File: config.mk
export PLATFORM = sky130hd
export DESIGN_NAME = one_wire_bus_master_top
export DESIGN_NICKNAME = d
export VERILOG_FILES = /design/src/design/owm_pkg.sv /design/src/design/owm_cfg_regs.sv /design/src/design/owm_step.sv /design/src/design/one_wire_bus_master_top.sv
export SDC_FILE = /design/constraint.sdc
export NUM_CORES = 1
export LEC_CHECK = 0
export BUFFER_PORTS_ARGS = -buffer_cell sky130_fd_sc_hd__buf_2
export CELL_PAD_IN_SITES_DETAIL_PLACEMENT = 0
export CELL_PAD_IN_SITES_GLOBAL_PLACEMENT = 1
export CORE_MARGIN = 10
export CORE_UTILIZATION = 30
export CTS_CLUSTER_DIAMETER = 200
export CTS_CLUSTER_SIZE = 20
export DETAILED_ROUTE_END_ITERATION = 16
export GPL_ROUTABILITY_DRIVEN = 0
export PLACE_DENSITY_LB_ADDON = 0.1
export SLEW_MARGIN = 0
export SYNTH_ARGS = -nofsm -noshare
export SYNTH_HDL_FRONTEND = slang
export SYNTH_SLANG_ARGS = --single-unit
File: constraint.sdc
create_clock -name clk -period 5.9 [get_ports clk]
set_input_delay 1.77 -clock clk [delete_from_list [all_inputs] [get_ports clk]]
set_output_delay 1.77 -clock clk [all_outputs]
set_load 0.02 [all_outputs]
File: src/design/owm_pkg.sv
// shared types, register indexes and constants of the one-wire bus master
package owm_pkg;

    localparam int unsigned CFG_W           = 10;
    localparam int unsigned CFG_IDX_W       = 3;
    localparam int unsigned TIMER_W         = 11;
    localparam int unsigned BYTE_W          = 8;
    localparam int unsigned PHASE_W         = 3;
    localparam int unsigned BITCNT_W        = 4;
    localparam int unsigned IN_TDATA_W      = 16;
    localparam int unsigned OUT_TDATA_W     = 16;
    localparam int unsigned ACTION_W        = 2;

    localparam logic [TIMER_W-1:0]  TIMER_MAX         = 11'd2047;
    localparam logic [TIMER_W-1:0]  READ_LOW_TICKS    = 11'd6;
    localparam logic [BITCNT_W-1:0] BITS_PER_TRANSFER = 4'd8;

    // register indexes
    localparam logic [CFG_IDX_W-1:0] REG_RESET_LOW     = 3'd0;
    localparam logic [CFG_IDX_W-1:0] REG_PRESENCE_WAIT = 3'd1;
    localparam logic [CFG_IDX_W-1:0] REG_RESET_TAIL    = 3'd2;
    localparam logic [CFG_IDX_W-1:0] REG_ONE_LOW       = 3'd3;
    localparam logic [CFG_IDX_W-1:0] REG_ZERO_LOW      = 3'd4;
    localparam logic [CFG_IDX_W-1:0] REG_WRITE_SLOT    = 3'd5;
    localparam logic [CFG_IDX_W-1:0] REG_READ_SAMPLE   = 3'd6;
    localparam logic [CFG_IDX_W-1:0] REG_READ_SLOT     = 3'd7;

    // action codes
    localparam logic [ACTION_W-1:0] ACT_TICK  = 2'd0;
    localparam logic [ACTION_W-1:0] ACT_RESET = 2'd1;
    localparam logic [ACTION_W-1:0] ACT_WRITE = 2'd2;
    localparam logic [ACTION_W-1:0] ACT_READ  = 2'd3;

    // phase codes
    localparam logic [PHASE_W-1:0] PH_IDLE  = 3'd0;
    localparam logic [PHASE_W-1:0] PH_RLOW  = 3'd1;
    localparam logic [PHASE_W-1:0] PH_RWAIT = 3'd2;
    localparam logic [PHASE_W-1:0] PH_RTAIL = 3'd3;
    localparam logic [PHASE_W-1:0] PH_WRITE = 3'd4;
    localparam logic [PHASE_W-1:0] PH_READ  = 3'd5;

    typedef logic [CFG_W-1:0] cfg_word_t;

    typedef struct packed {
        cfg_word_t reset_low_time;
        cfg_word_t presence_wait;
        cfg_word_t reset_tail;
        cfg_word_t one_low_time;
        cfg_word_t zero_low_time;
        cfg_word_t write_slot_time;
        cfg_word_t read_sample_time;
        cfg_word_t read_slot_time;
    } owm_cfg_t;

    typedef struct packed {
        logic [ACTION_W-1:0] action;
        logic [BYTE_W-1:0]   write_byte;
        logic                line_level;
    } owm_item_t;

    typedef struct packed {
        logic [PHASE_W-1:0]  phase;
        logic [TIMER_W-1:0]  slot_timer;
        logic [BITCNT_W-1:0] bit_count;
        logic [BYTE_W-1:0]   shift_byte;
        logic                presence_seen;
        logic [BYTE_W-1:0]   read_hold;
    } owm_state_t;

    typedef struct packed {
        logic              drive_low;
        logic              busy_res;
        logic              done_res;
        logic [BYTE_W-1:0] read_value;
        logic              presence;
        logic              rejected;
    } owm_result_t;

    // a zero timing register acts as one
    function automatic cfg_word_t eff(input cfg_word_t v);
        return (v == '0) ? cfg_word_t'(1) : v;
    endfunction

endpackage

File: src/design/owm_cfg_regs.sv
// timing register file of the one-wire bus master
module owm_cfg_regs (
    input  logic                           clk,
    input  logic                           rst_n,
    input  logic                           wr_en,
    input  logic [owm_pkg::CFG_IDX_W-1:0]  wr_index,
    input  owm_pkg::cfg_word_t             wr_data,
    output owm_pkg::owm_cfg_t              cfg
);
    import owm_pkg::*;

    owm_cfg_t cfg_reg;
    owm_cfg_t cfg_next;

    always_comb
    begin
        cfg_next = cfg_reg;
        if (wr_en)
        begin
            case (wr_index)
                REG_RESET_LOW:     cfg_next.reset_low_time   = wr_data;
                REG_PRESENCE_WAIT: cfg_next.presence_wait    = wr_data;
                REG_RESET_TAIL:    cfg_next.reset_tail       = wr_data;
                REG_ONE_LOW:       cfg_next.one_low_time     = wr_data;
                REG_ZERO_LOW:      cfg_next.zero_low_time    = wr_data;
                REG_WRITE_SLOT:    cfg_next.write_slot_time  = wr_data;
                REG_READ_SAMPLE:   cfg_next.read_sample_time = wr_data;
                REG_READ_SLOT:     cfg_next.read_slot_time   = wr_data;
                default:           cfg_next = cfg_reg;
            endcase
        end
    end

    always_ff @(posedge clk or negedge rst_n)
    begin
        if (!rst_n)
        begin
            cfg_reg.reset_low_time   <= 10'd480;
            cfg_reg.presence_wait    <= 10'd70;
            cfg_reg.reset_tail       <= 10'd410;
            cfg_reg.one_low_time     <= 10'd10;
            cfg_reg.zero_low_time    <= 10'd60;
            cfg_reg.write_slot_time  <= 10'd70;
            cfg_reg.read_sample_time <= 10'd15;
            cfg_reg.read_slot_time   <= 10'd80;
        end
        else
        begin
            cfg_reg <= cfg_next;
        end
    end

    assign cfg = cfg_reg;

endmodule

File: src/design/owm_step.sv
// next bus state and result for one transaction of the one-wire bus master
module owm_step (
    input  owm_pkg::owm_cfg_t    cfg,
    input  owm_pkg::owm_state_t  state_cur,
    input  owm_pkg::owm_item_t   item,
    output owm_pkg::owm_state_t  state_upd,
    output owm_pkg::owm_result_t result
);
    import owm_pkg::*;

    logic [PHASE_W-1:0]  phase_cur;
    logic                busy;
    logic                done;
    logic                rej;
    logic                drive;
    logic [TIMER_W-1:0]  t_inc;
    logic [BITCNT_W-1:0] bc_inc;
    logic [BYTE_W-1:0]   rd_shift;
    cfg_word_t           slot_eff;
    cfg_word_t           samp_eff;
    cfg_word_t           low_eff;
    owm_state_t          s;

    always_comb
    begin
        phase_cur = (state_cur.phase > PH_READ) ? PH_IDLE : state_cur.phase;
        busy      = (phase_cur != PH_IDLE);
        done      = 1'b0;
        rej       = 1'b0;
        s         = state_cur;
        s.phase   = phase_cur;
        t_inc     = (state_cur.slot_timer < TIMER_MAX) ? state_cur.slot_timer + 11'd1
                                                        : state_cur.slot_timer;
        bc_inc    = state_cur.bit_count + 4'd1;
        slot_eff  = eff(cfg.read_slot_time);
        samp_eff  = eff(cfg.read_sample_time);
        if (samp_eff > slot_eff)
        begin
            samp_eff = slot_eff;
        end
        rd_shift  = {item.line_level, state_cur.shift_byte[BYTE_W-1:1]};

        if (item.action != ACT_TICK)
        begin
            if (busy)
            begin
                rej = 1'b1;
            end
            else
            begin
                s.slot_timer = '0;
                s.bit_count  = '0;
                case (item.action)
                    ACT_RESET:
                    begin
                        s.phase = PH_RLOW;
                    end
                    ACT_WRITE:
                    begin
                        s.phase      = PH_WRITE;
                        s.shift_byte = item.write_byte;
                    end
                    default:
                    begin
                        s.phase      = PH_READ;
                        s.shift_byte = '0;
                    end
                endcase
            end
        end
        else if (busy)
        begin
            s.slot_timer = t_inc;
            case (phase_cur)
                PH_RLOW:
                begin
                    if (t_inc >= {1'b0, eff(cfg.reset_low_time)})
                    begin
                        s.phase      = PH_RWAIT;
                        s.slot_timer = '0;
                    end
                end
                PH_RWAIT:
                begin
                    if (t_inc >= {1'b0, eff(cfg.presence_wait)})
                    begin
                        s.presence_seen = ~item.line_level;
                        s.phase         = PH_RTAIL;
                        s.slot_timer    = '0;
                    end
                end
                PH_RTAIL:
                begin
                    if (t_inc >= {1'b0, eff(cfg.reset_tail)})
                    begin
                        s.phase = PH_IDLE;
                        done    = 1'b1;
                    end
                end
                PH_WRITE:
                begin
                    if (t_inc >= {1'b0, eff(cfg.write_slot_time)})
                    begin
                        s.shift_byte = {1'b0, state_cur.shift_byte[BYTE_W-1:1]};
                        s.bit_count  = bc_inc;
                        if (bc_inc >= BITS_PER_TRANSFER)
                        begin
                            s.phase = PH_IDLE;
                            done    = 1'b1;
                        end
                        else
                        begin
                            s.slot_timer = '0;
                        end
                    end
                end
                default:
                begin
                    if (t_inc == {1'b0, samp_eff})
                    begin
                        s.shift_byte = rd_shift;
                    end
                    if (t_inc >= {1'b0, slot_eff})
                    begin
                        s.bit_count = bc_inc;
                        if (bc_inc >= BITS_PER_TRANSFER)
                        begin
                            s.read_hold = s.shift_byte;
                            s.phase     = PH_IDLE;
                            done        = 1'b1;
                        end
                        else
                        begin
                            s.slot_timer = '0;
                        end
                    end
                end
            endcase
        end

        low_eff = s.shift_byte[0] ? eff(cfg.one_low_time) : eff(cfg.zero_low_time);
        case (s.phase)
            PH_RLOW:  drive = 1'b1;
            PH_WRITE: drive = (s.slot_timer < {1'b0, low_eff});
            PH_READ:  drive = (s.slot_timer < READ_LOW_TICKS);
            default:  drive = 1'b0;
        endcase
    end

    assign state_upd         = s;
    assign result.drive_low  = drive;
    assign result.busy_res   = (s.phase != PH_IDLE);
    assign result.done_res   = done;
    assign result.read_value = s.read_hold;
    assign result.presence   = s.presence_seen;
    assign result.rejected   = rej;

endmodule

File: src/design/one_wire_bus_master_top.sv
// top level of the one-wire bus master: input register, bus state and result register
// Each transaction on the slave side is one microsecond tick or a command (reset pulse,
// write byte, read byte) and yields exactly one result transaction on the master side,
// giving the bus drive and status after that item. It takes one item per clock while the
// master side does not stall; the bus state update works on the item while it sits in the
// input register, and its result is loaded into the result register when that register
// is empty or being taken, then shown on the master side. Backpressure on the master
// side holds the pipeline without losing items. Timing registers are written through
// the cfg port and should only change while no transaction is in flight.
module one_wire_bus_master_top (
    input  logic                             clk,
    input  logic                             rst_n,
    input  logic                             s_axis_tvalid,
    output logic                             s_axis_tready,
    // write_byte [7:0], line_level [8], zero fill
    input  logic [owm_pkg::IN_TDATA_W-1:0]   s_axis_tdata,
    // action [1:0]
    input  logic [owm_pkg::ACTION_W-1:0]     s_axis_tuser,
    output logic                             m_axis_tvalid,
    input  logic                             m_axis_tready,
    // drive_low [0], busy_res [1], done_res [2], read_value [10:3], presence [11],
    // rejected [12], zero fill
    output logic [owm_pkg::OUT_TDATA_W-1:0]  m_axis_tdata,
    input  logic                             cfg_valid,
    output logic                             cfg_ready,
    input  logic [owm_pkg::CFG_IDX_W-1:0]    cfg_index,
    input  owm_pkg::cfg_word_t               cfg_data
);
    import owm_pkg::*;

    owm_cfg_t    cfg;
    owm_item_t   item_reg;
    logic        in_valid_reg;
    owm_state_t  state_reg;
    owm_state_t  state_next;
    owm_result_t res_next;
    owm_result_t res_reg;
    logic        out_valid_reg;
    logic        advance;
    logic        s_accept;

    assign cfg_ready     = 1'b1;
    assign advance       = in_valid_reg && (!out_valid_reg || m_axis_tready);
    assign s_axis_tready = !in_valid_reg || advance;
    assign s_accept      = s_axis_tvalid && s_axis_tready;

    owm_cfg_regs u_cfg_regs (
        .clk      (clk),
        .rst_n    (rst_n),
        .wr_en    (cfg_valid && cfg_ready),
        .wr_index (cfg_index),
        .wr_data  (cfg_data),
        .cfg      (cfg)
    );

    owm_step u_step (
        .cfg       (cfg),
        .state_cur (state_reg),
        .item      (item_reg),
        .state_upd (state_next),
        .result    (res_next)
    );

    always_ff @(posedge clk or negedge rst_n)
    begin
        if (!rst_n)
        begin
            in_valid_reg  <= 1'b0;
            out_valid_reg <= 1'b0;
            state_reg     <= '0;
        end
        else
        begin
            if (s_accept)
            begin
                in_valid_reg <= 1'b1;
            end
            else if (advance)
            begin
                in_valid_reg <= 1'b0;
            end
            if (advance)
            begin
                out_valid_reg <= 1'b1;
                state_reg     <= state_next;
            end
            else if (m_axis_tready)
            begin
                out_valid_reg <= 1'b0;
            end
        end
    end

    always_ff @(posedge clk)
    begin
        if (s_accept)
        begin
            item_reg.action     <= s_axis_tuser;
            item_reg.write_byte <= s_axis_tdata[7:0];
            item_reg.line_level <= s_axis_tdata[8];
        end
        if (advance)
        begin
            res_reg <= res_next;
        end
    end

    assign m_axis_tvalid = out_valid_reg;
    assign m_axis_tdata  = {3'b000, res_reg.rejected, res_reg.presence, res_reg.read_value,
                            res_reg.done_res, res_reg.busy_res, res_reg.drive_low};

endmodule

=== Word level (Yosys, flattened, before mapping) ===
Cells that the tools add are included.

* RAM bits: 0
* Memory bits (read-only): 0
* Flip-flop bits (word level): 141
* Bits of input ports: 36
* Output and inout bits: 19
* Memories kept: 0
* Word-level logic and storage cells: 143
* Bits in latches: 0

* Shifts and indexed selects: 0
* $add $sub $neg: 2
* Div/mod/pow operators: 0
* $lt $le $gt $ge: 11
* Muxes and demuxes: 45
* Reductions and logical operators: 36
* Multipliers: 0
* Equality and inequality tests: 21
* Bitwise gates (word level): 2

{| class="wikitable"
|+ Operators with widths
! operator !! number
|-
| two-way mux 10 bit || 10
|-
| logical NOT 10 bit || 8
|-
| two-way mux 26 bit || 3
|-
| >= comparator 11 x 10 -> 1 bit || 5
|-
| one-hot mux 11 bit (4 select lines) || 1
|-
| two-way mux 35 bit || 1
|-
| two-way mux 8 bit || 4
|-
| two-way mux 14 bit || 2
|-
| one-hot mux 12 bit (2 select lines) || 1
|-
| two-way mux 11 bit || 2
|-
| == test 3 bit (second input constant) || 7
|-
| two-way mux 18 bit || 1
|-
| one-hot mux 8 bit (2 select lines) || 1
|-
| AND reduction 2 bit || 8
|-
| == test 3 x 2 -> 1 bit (second input constant) || 4
|-
| one-hot mux 3 bit (4 select lines) || 1
|-
| AND reduction 6 bit || 2
|-
| adder 11 x 1 -> 11 bit (second input constant) || 1
|-
| == test 11 x 10 -> 1 bit || 1
|-
| less-than comparator 11 x 10 -> 1 bit || 1
|-
| less-than comparator 11 bit (second input constant) || 1
|-
| less-than comparator 11 x 3 -> 1 bit (second input constant) || 1
|-
| two-way mux 1 bit || 11
|-
| greater-than comparator 10 bit || 1
|-
| 23 further kinds || 39
|}

=== Depth between registers and ports, before layout ===
Gate-level depths: netlist of run 1.

* Word-level depth: 14
* Mapped depth: 27

=== By module ===
A second synthesis of run 1 with hierarchy kept.

* Cells, all modules: 851
* Area total of the unflattened synthesis: 9341.5 sq um

{| class="wikitable"
|+ By module, submodules not included
! module !! instances !! area each (sq um) !! cells each
|-
| owm_step || 1 || 3868.7 || 564
|-
| owm_cfg_regs || 1 || 3196.8 || 175
|-
| one_wire_bus_master_top || 1 || 2275.9 || 112
|}

=== Least setup slack after synthesis of run 1 ===
OpenSTA, ideal clock, no wires.

* Path type: register -> register
* From: reg u_cfg_regs.cfg_reg, in the netlist u_cfg_regs.cfg[13]
* To: reg res_reg, in the netlist m_axis_tdata[0] (data pin)
* Library setup time: 0.130 ns
* Cell stages (with the launch flop): 23
* Buffers on the path: 2
* Arrival: 4.869 ns
* Path slack: 0.901 ns
* Cell sequence: dfstp_2 > clkbuf_1 > ha_1 > a21o_1 > a21o_1 > a2111o_1 > and4_1 > a2111oi_1 > o2111ai_1 > or4_4 > mux2i_2 > o21ai_1 > buf_6 > mux2i_1 > ha_1 > a21o_1 > a21o_1 > a21oi_1 > o21ai_0 > nor2_1 > nand4_1 > a21oi_1 > a31o_1

{| class="wikitable"
|+ RTL lines
! element !! line !! source
|-
| start, declared || owm_cfg_regs.sv:12 || <nowiki>owm_cfg_t cfg_reg;</nowiki>
|-
| start signal, assigned || owm_cfg_regs.sv:49 || <nowiki>cfg_reg <= cfg_next;</nowiki>
|-
| end signal, assigned || one_wire_bus_master_top.sv:104 || <nowiki>res_reg <= res_next;</nowiki>
|-
| end, declared || one_wire_bus_master_top.sv:37 || <nowiki>owm_result_t res_reg;</nowiki>
|}

==> summary.md, run 1 <==
| Metric | Value |
|---|---|
| Status | finished clean |
| Switch Pwr | 1.31 mW |
| Slew @ Worst Pin | between 1 and 1.5 ns |
| FF-to-FF Start | u_cfg_regs.cfg[13] |
| Core box area | 0.0287 mm^2 |
| Switch share | 36.0% |
| Post-place setup slack | 0.0441 ns |
| WP data required | 6.17 ns |
| DR vias/cell | 5.04 |
| Die W | 191 um |
| Cell-internal power | 2.32 mW |
| Top_reg_cell synth | dfrtp_1 |
| Diode count | 0 |
| Die area | between 0.03 and 0.04 mm^2 |
| H-tree depth | 4 |
| Total global routing track utilization | 14.8% |
| Post-layout min period | between 5 and 6 ns |
| DP Wirelength | 19,700 um |
| Post-Place Cells | 1,320 |
| Endpoints failing hold | 0 |
| Fmax | about 0.18 GHz |
| Initial Util | 30.4% |
| Crit path kind | register to register |
| Worst slew margin | 23.7% |
| Mapped Cells | 888 |
| Crit path from | u_cfg_regs.cfg[13] |
| Pwr/cell area | 353 mW/mm^2 |
| Most common cell after layout, fill and taps aside | nand2_1 |
| Fraction of layout cells with a size suffix above 1 | 24.0% |
| Maximum VDD drop | around 0.18 mV |
| Ys async rst share | roughly 83% |
| # IOs | 55 |
| Fin. max-slew vios | 0 |
| First-pass GRT wire length | between 40,000 and 50,000 um |
| Final nets | 1,072 |
| CP Launch Type | register |
| Tot Pwr | around 3.6 mW |
| Arr. time, crit path | 5.84 ns |
| Worst-Skew Late Latency | between 0.4 and 0.5 ns |
| Non-Filler Instances | approximately 1.4k |
| Commonest non-fill, non-tap cells in the layout | 101 x nand2_1, 88 x dfrtp_1, 77 x ha_1 |
| YS warnings | 0 |
| Min-delay src | item_reg[2] |
| Flops & latches, synth | 141 |
| Clk slew on worst S/H paths | around 0.070 ns |
| Distinct cell type count after synthesis | 75 |
| Sequential share of the synthesized area | about 42% |
| Largest net degree at the start of global routing | 46 |
| Combinational Power Share | 33.4% |
| Vias in the first global route | 6,774 |
| Std-Cell Rows | 62 |
| Worst Hold Class | register to register |
| Worst Skew | 0.0232 ns |
| Final wirelength | 26,400 um |
| Vias | 6,829 |
| Final worst path period share | between 90% and 100% |
| CP Max Fanout | 8 |
| Fin util | 35.8% |
| First-pass DRT Iterations | 5 |
| DR DRC count | 0 |
| CTS max path bufs | 2 |
| Total CTS buffers | 17 |
| Post-synthesis instance area | 0.00872 mm^2 |
| Leakage power | approximately 4.6 nW |
| Max reg flops | 80 |
| Chip height | 191 um |
| Sequential share of power | 36.4% |
| Hold buffers post-CTS | 0 |
| Initial antenna violation count | 0 |
| Grt total ovfl | 0 |
| Clk sinks | 141 |
| Critical Path Sink Type | register |
| Area grow syn2layout | 17.7% |
| Max Cap Viol | 0 |
| Routed WL per cell | around 19 um |
| EDFF count, synth | 24 |
| Final setup fails | 0 |
| Clock power share | 30.2% |
| Initial DRC Count | 300 |
| # port buffers | 43 |
| DRT antenna net count | 0 |
| CTS tree | yes |
| Clock Root Buffer | clkbuf_16 |
| PnR worst setup slack | 0.333 ns |
| Mean Syn Cell Area | ~9.8 um^2 |
[final timing paths]
path                            cells after the start                  to  slack (ns)
worst max register to register                     22     m_axis_tdata[0]        0.33
worst max-delay path                               22     m_axis_tdata[0]        0.33
worst min register to register                      1       state_reg[10]        0.50
max in group asynchronous                           2  u_cfg_regs.cfg[17]        3.50
min in group asynchronous                           1       state_reg[34]        1.36
worst min-delay path                                1       state_reg[10]        0.50
[synth_stat cells, drive strengths merged, types with 10 or more instances]
library cell | n | share of area (%)
nor2 | 44 | 1.9
inv | 64 | 2.8
nand2b | 10 | 0.72
mux2 | 55 | 7.1
dfstp | 27 | 8.1
nor3 | 22 | 1.3
a21o | 12 | 1.0
ha | 77 | 11
a21oi | 39 | 2.2
buf | 11 | 0.87
edfxtp | 24 | 8.3
o21ai | 69 | 4.0
nor4 | 13 | 1.0
dfrtp | 90 | 26
nand2 | 101 | 4.3
nand3 | 20 | 1.1
mux2i | 20 | 2.3
nand4 | 13 | 1.0
clkbuf | 33 | 1.4
[power groups by stage]
stage / Combinational (mW) / Clock [mW] / Sequential, mW
final: 1.21 / 1.10 / 1.32
after global routing: 1.38 / 1.17 / 1.34
after CTS: 1.19 / 1.13 / 1.32
after detailed placement: 1.18 / 0 / 1.33
after floorplan: 0.791 / 0 / 1.29
after global placement: 1.18 / 0 / 1.33
[final cells by class]
| type | instances | area, um^2 |
|---|---|---|
| clock buffers | 18 | 429 |
| fillers | 3032 | 18400 |
| flip-flops and latches | 141 | 3680 |
| inverters | 64 | 240 |
| clock inverters | 14 | 154 |
| multi-input cells | 641 | 4670 |
| well taps | 384 | 480 |
| repair buffers | 94 | 601 |
[per-layer routing]
layer / global-route usage [%] / wire (um) / vias to the layer above
met1: 21.1 / 13300 / 3345
met5: 0 / 0 / -
met3: 1.87 / 683 / 13
met2: 23.1 / 12200 / 94
met4: 3.69 / 282 / 0
li1: - / - / 3377
[critical path: stages, from the launching register on]
cell and delay [ns]:
dfstp_2 0.58, ha_1 0.26, a21o_1 0.18, a21o_1 0.22
a2111o_1 0.50, buf_4 0.17, and4_1 0.19, a2111oi_2 0.35
o2111ai_1 0.17, or4_4 0.56, mux2i_2 0.20, o21ai_1 0.15
buf_4 0.19, mux2i_2 0.23, ha_1 0.27, a21o_1 0.16
a21o_1 0.16, a21oi_1 0.15, o21ai_1 0.08, nor2_1 0.15
nand4_1 0.11, a21oi_1 0.15, a31o_1 0.22
[what timing repair did]
item / CTS / global route
pin swaps: 0 / 2
setup endpoints to repair: 1 / 1
cloned: 0 / 0
resized for setup: 1 / 13
setup buffers: 0 / 4
[per-stage QoR]
step	setup TNS [ns]	area [um^2]	hold slack (ns)
detailed placement	0	9600	0.476
global placement	-0.0271	9600	0.477
global route	-0.00418	10300	0.517
CTS	0	10200	0.499
floorplan	0	8730	0.456
finish	0	10300	0.496
[cells by family after synthesis]
kind of cell    Yosys count  synth area share, %
compound gates          209                 16.1
buf+inv                 108                 5.05
mux                      75                 9.44
xor+xnor                  9                0.904
other cells               2               0.0861
fa+ha+maj                77                 11.0
simple gates            267                 15.1
flops                   141                 42.2
Note: power is estimated with default switching activity, not from simulation.
==> run 2: changes to the inputs <==
- CELL_PAD_IN_SITES_DETAIL_PLACEMENT: 0 -> unset
- CELL_PAD_IN_SITES_GLOBAL_PLACEMENT: 1 -> unset
- PLACE_DENSITY_LB_ADDON: 0.1 -> unset
==> summary.md, run 2 (same netlist as run 1, synthesis figures left out) <==
| Metric | Value |
|---|---|
| Status | finished clean (unchanged) |
| Vias | 6,791 (was 6,829) |
| Non-Filler Instances | 1,339 (was 1,356) |
| Crit path kind | register to register (unchanged) |
| First-pass DRT Iterations | 5 (unchanged) |
| Final setup fails | 0 (unchanged) |
| H-tree depth | 4 (unchanged) |
| Initial Util | 30.4% (unchanged) |
| Worst Hold Class | register to register (unchanged) |
| Worst slew margin | 30.1% (was 23.7%) |
| Core box area | 0.0287 mm^2 (unchanged) |
| DP Wirelength | 16,700 um (was 19,700 um) |
| Arr. time, crit path | 5.80 ns (was 5.84 ns) |
| Fillers | 2,918 (was 3,032) |
| DR vias/cell | 5.07 (was 5.04) |
| Max Cap Viol | 0 (unchanged) |
| Critical Path Sink Type | register (unchanged) |
| Register area | 0.00368 mm^2 (about the same) |
| DR DRC count | 0 (unchanged) |
| # IOs | 55 (unchanged) |
| Grt total ovfl | 0 (unchanged) |
| Slew @ Worst Pin | 1.04 ns (was 1.13 ns) |
| Final nets | 1,055 (was 1,072) |
| Endpoints failing hold | 0 (unchanged) |
| Initial DRC Count | 344 (was 300) |
| Fin. max-slew vios | 0 (unchanged) |
| Total CTS buffers | 17 (unchanged) |
| Fmax | 0.182 GHz (was 0.180 GHz) |
| Clk slew on worst S/H paths | 0.06 ns (was 0.07 ns) |
| Fin util | 35.2% (was 35.8%) |
| Std-Cell Rows | 62 (unchanged) |
| CP Launch Type | register (unchanged) |
| Post-Layout Inst Area | 0.0101 mm^2 (was 0.0103 mm^2) |
| RSZ-0062 raised after global routing | no |
| Hold buffers post-CTS | 0 (unchanged) |
| Commonest non-fill, non-tap cells in the layout | 100 x nand2_1, 90 x dfrtp_1, 77 x ha_1 (was 101 x nand2_1, 88 x dfrtp_1, 77 x ha_1) |
| Area grow syn2layout | 15.9% (was 17.7%) |
| Fraction of layout cells with a size suffix above 1 | 22.4% (was 24.0%) |
| Footprint of the multi-input gates | 0.00469 mm^2 (was 0.00467 mm^2) |
| Post-DP Area | 0.00950 mm^2 (was 0.00960 mm^2) |
| Worst-Skew Late Latency | 0.43 ns (about the same) |
| Initial antenna violation count | 0 (unchanged) |
| Chip height | 191 um (unchanged) |
| # port buffers | 43 (unchanged) |
| Largest net degree at the start of global routing | 56 (was 46) |
| Die area | 0.0363 mm^2 (unchanged) |
| Clock Root Buffer | clkbuf_16 (unchanged) |
| Max reg flops | 80 (unchanged) |
| Most common cell after layout, fill and taps aside | nand2_1 (unchanged) |
| Final wirelength | 22,400 um (was 26,400 um) |
| Maximum VDD drop | 0.237 mV (was 0.183 mV) |
| Routed WL per cell | 16.8 um (was 19.5 um) |
| Diode count | 0 (unchanged) |
| Clk sinks | 141 (unchanged) |
| Worst Skew | 0.00879 ns (was 0.0232 ns) |
| Post-layout min period | 5.51 ns (was 5.57 ns) |
| Tot Pwr | 3.43 mW (was 3.62 mW) |
| Final worst path period share | 93.3% (was 94.4%) |
| CTS max path bufs | 2 (unchanged) |
| Post-Place Cells | 1,305 (was 1,320) |
| Total global routing track utilization | 12.7% (was 14.8%) |
| Die W | 191 um (unchanged) |
| Leakage power | 4.53 nW (was 4.62 nW) |
| CTS tree | yes (unchanged) |
| Reg2reg setup slack | 0.39 ns (was 0.33 ns) |
| WP data required | 6.19 ns (was 6.17 ns) |
| DRT antenna net count | 0 (unchanged) |
| First-pass GRT wire length | 36,200 um (was 41,300 um) |
| TNS Setup | 0 ns (unchanged) |
| Vias in the first global route | 6,632 (was 6,774) |
| CP Max Fanout | 9 (was 8) |
| Pwr/cell area | 340 mW/mm^2 (was 353 mW/mm^2) |
-- run 2: metrics by stage --
stage / setup slack, ns / hold slack [ns]
6_report: 0.394 / 0.490
5_1_grt: 0.0588 / 0.517
4_1_cts: 0.0582 / 0.493
3_5_place_dp: 0.100 / 0.480
3_3_place_gp: 0.213 / 0.468
2_1_floorplan: 0.901 / 0.456
-- run 2: power breakdown --
| part | leakage (nW) | internal [mW] | switching, mW |
|---|---|---|---|
| registers | 1.64 | 1.19 | 0.133 |
| logic | 2.62 | 0.498 | 0.648 |
| clock network | 0.261 | 0.558 | 0.410 |
| total | 4.53 | 2.24 | 1.19 |
-- run 2: path summary, 6_finish.rpt --
path,startpoint,to,depth (start not counted)
worst max-delay path,u_cfg_regs.cfg[13],m_axis_tdata[0],22
min in group asynchronous,rst_n,u_cfg_regs.cfg[55],1
worst max register to register,u_cfg_regs.cfg[13],m_axis_tdata[0],22
max in group asynchronous,rst_n,u_cfg_regs.cfg[32],2
worst min register to register,in_valid_reg,m_axis_tvalid,1
worst min-delay path,in_valid_reg,m_axis_tvalid,1
-- run 2: timing repair --
action | 4_1_cts | 5_1_grt
setup buffers | 0 | 2
endpoints found under the setup margin | 0 | 1
resized for setup | 0 | 15
-- run 2: per-layer routing --
layer	GRT usage (%)	wire (um)
met3	2.45	762
met4	4.48	444
met2	20.7	10900
met1	16.4	10300
met5	0	0
-- run 2: layout make-up --
class | instances | share of cell area, %
repair buffers | 77 | 4.80
well taps | 384 | 4.75
inverters | 64 | 2.38
multi-input cells | 641 | 46.4
flip-flops and latches | 141 | 36.4
clock buffers | 22 | 4.59
clock inverters | 10 | 0.668
-- run 2: critical path, stage by stage (launching register included) --
cell	delay, ns
dfstp_2	0.57
ha_1	0.25
a21o_1	0.18
a21o_1	0.23
a2111o_1	0.52
buf_4	0.19
and4_1	0.20
a2111oi_2	0.35
o2111ai_1	0.18
or4_4	0.49
mux2i_2	0.20
o21ai_2	0.23
buf_12	0.17
mux2i_1	0.21
ha_1	0.27
a21o_1	0.16
a21o_1	0.17
a21oi_1	0.13
o21ai_1	0.08
nor2_1	0.14
nand4_1	0.11
a21oi_1	0.15
a31o_1	0.19
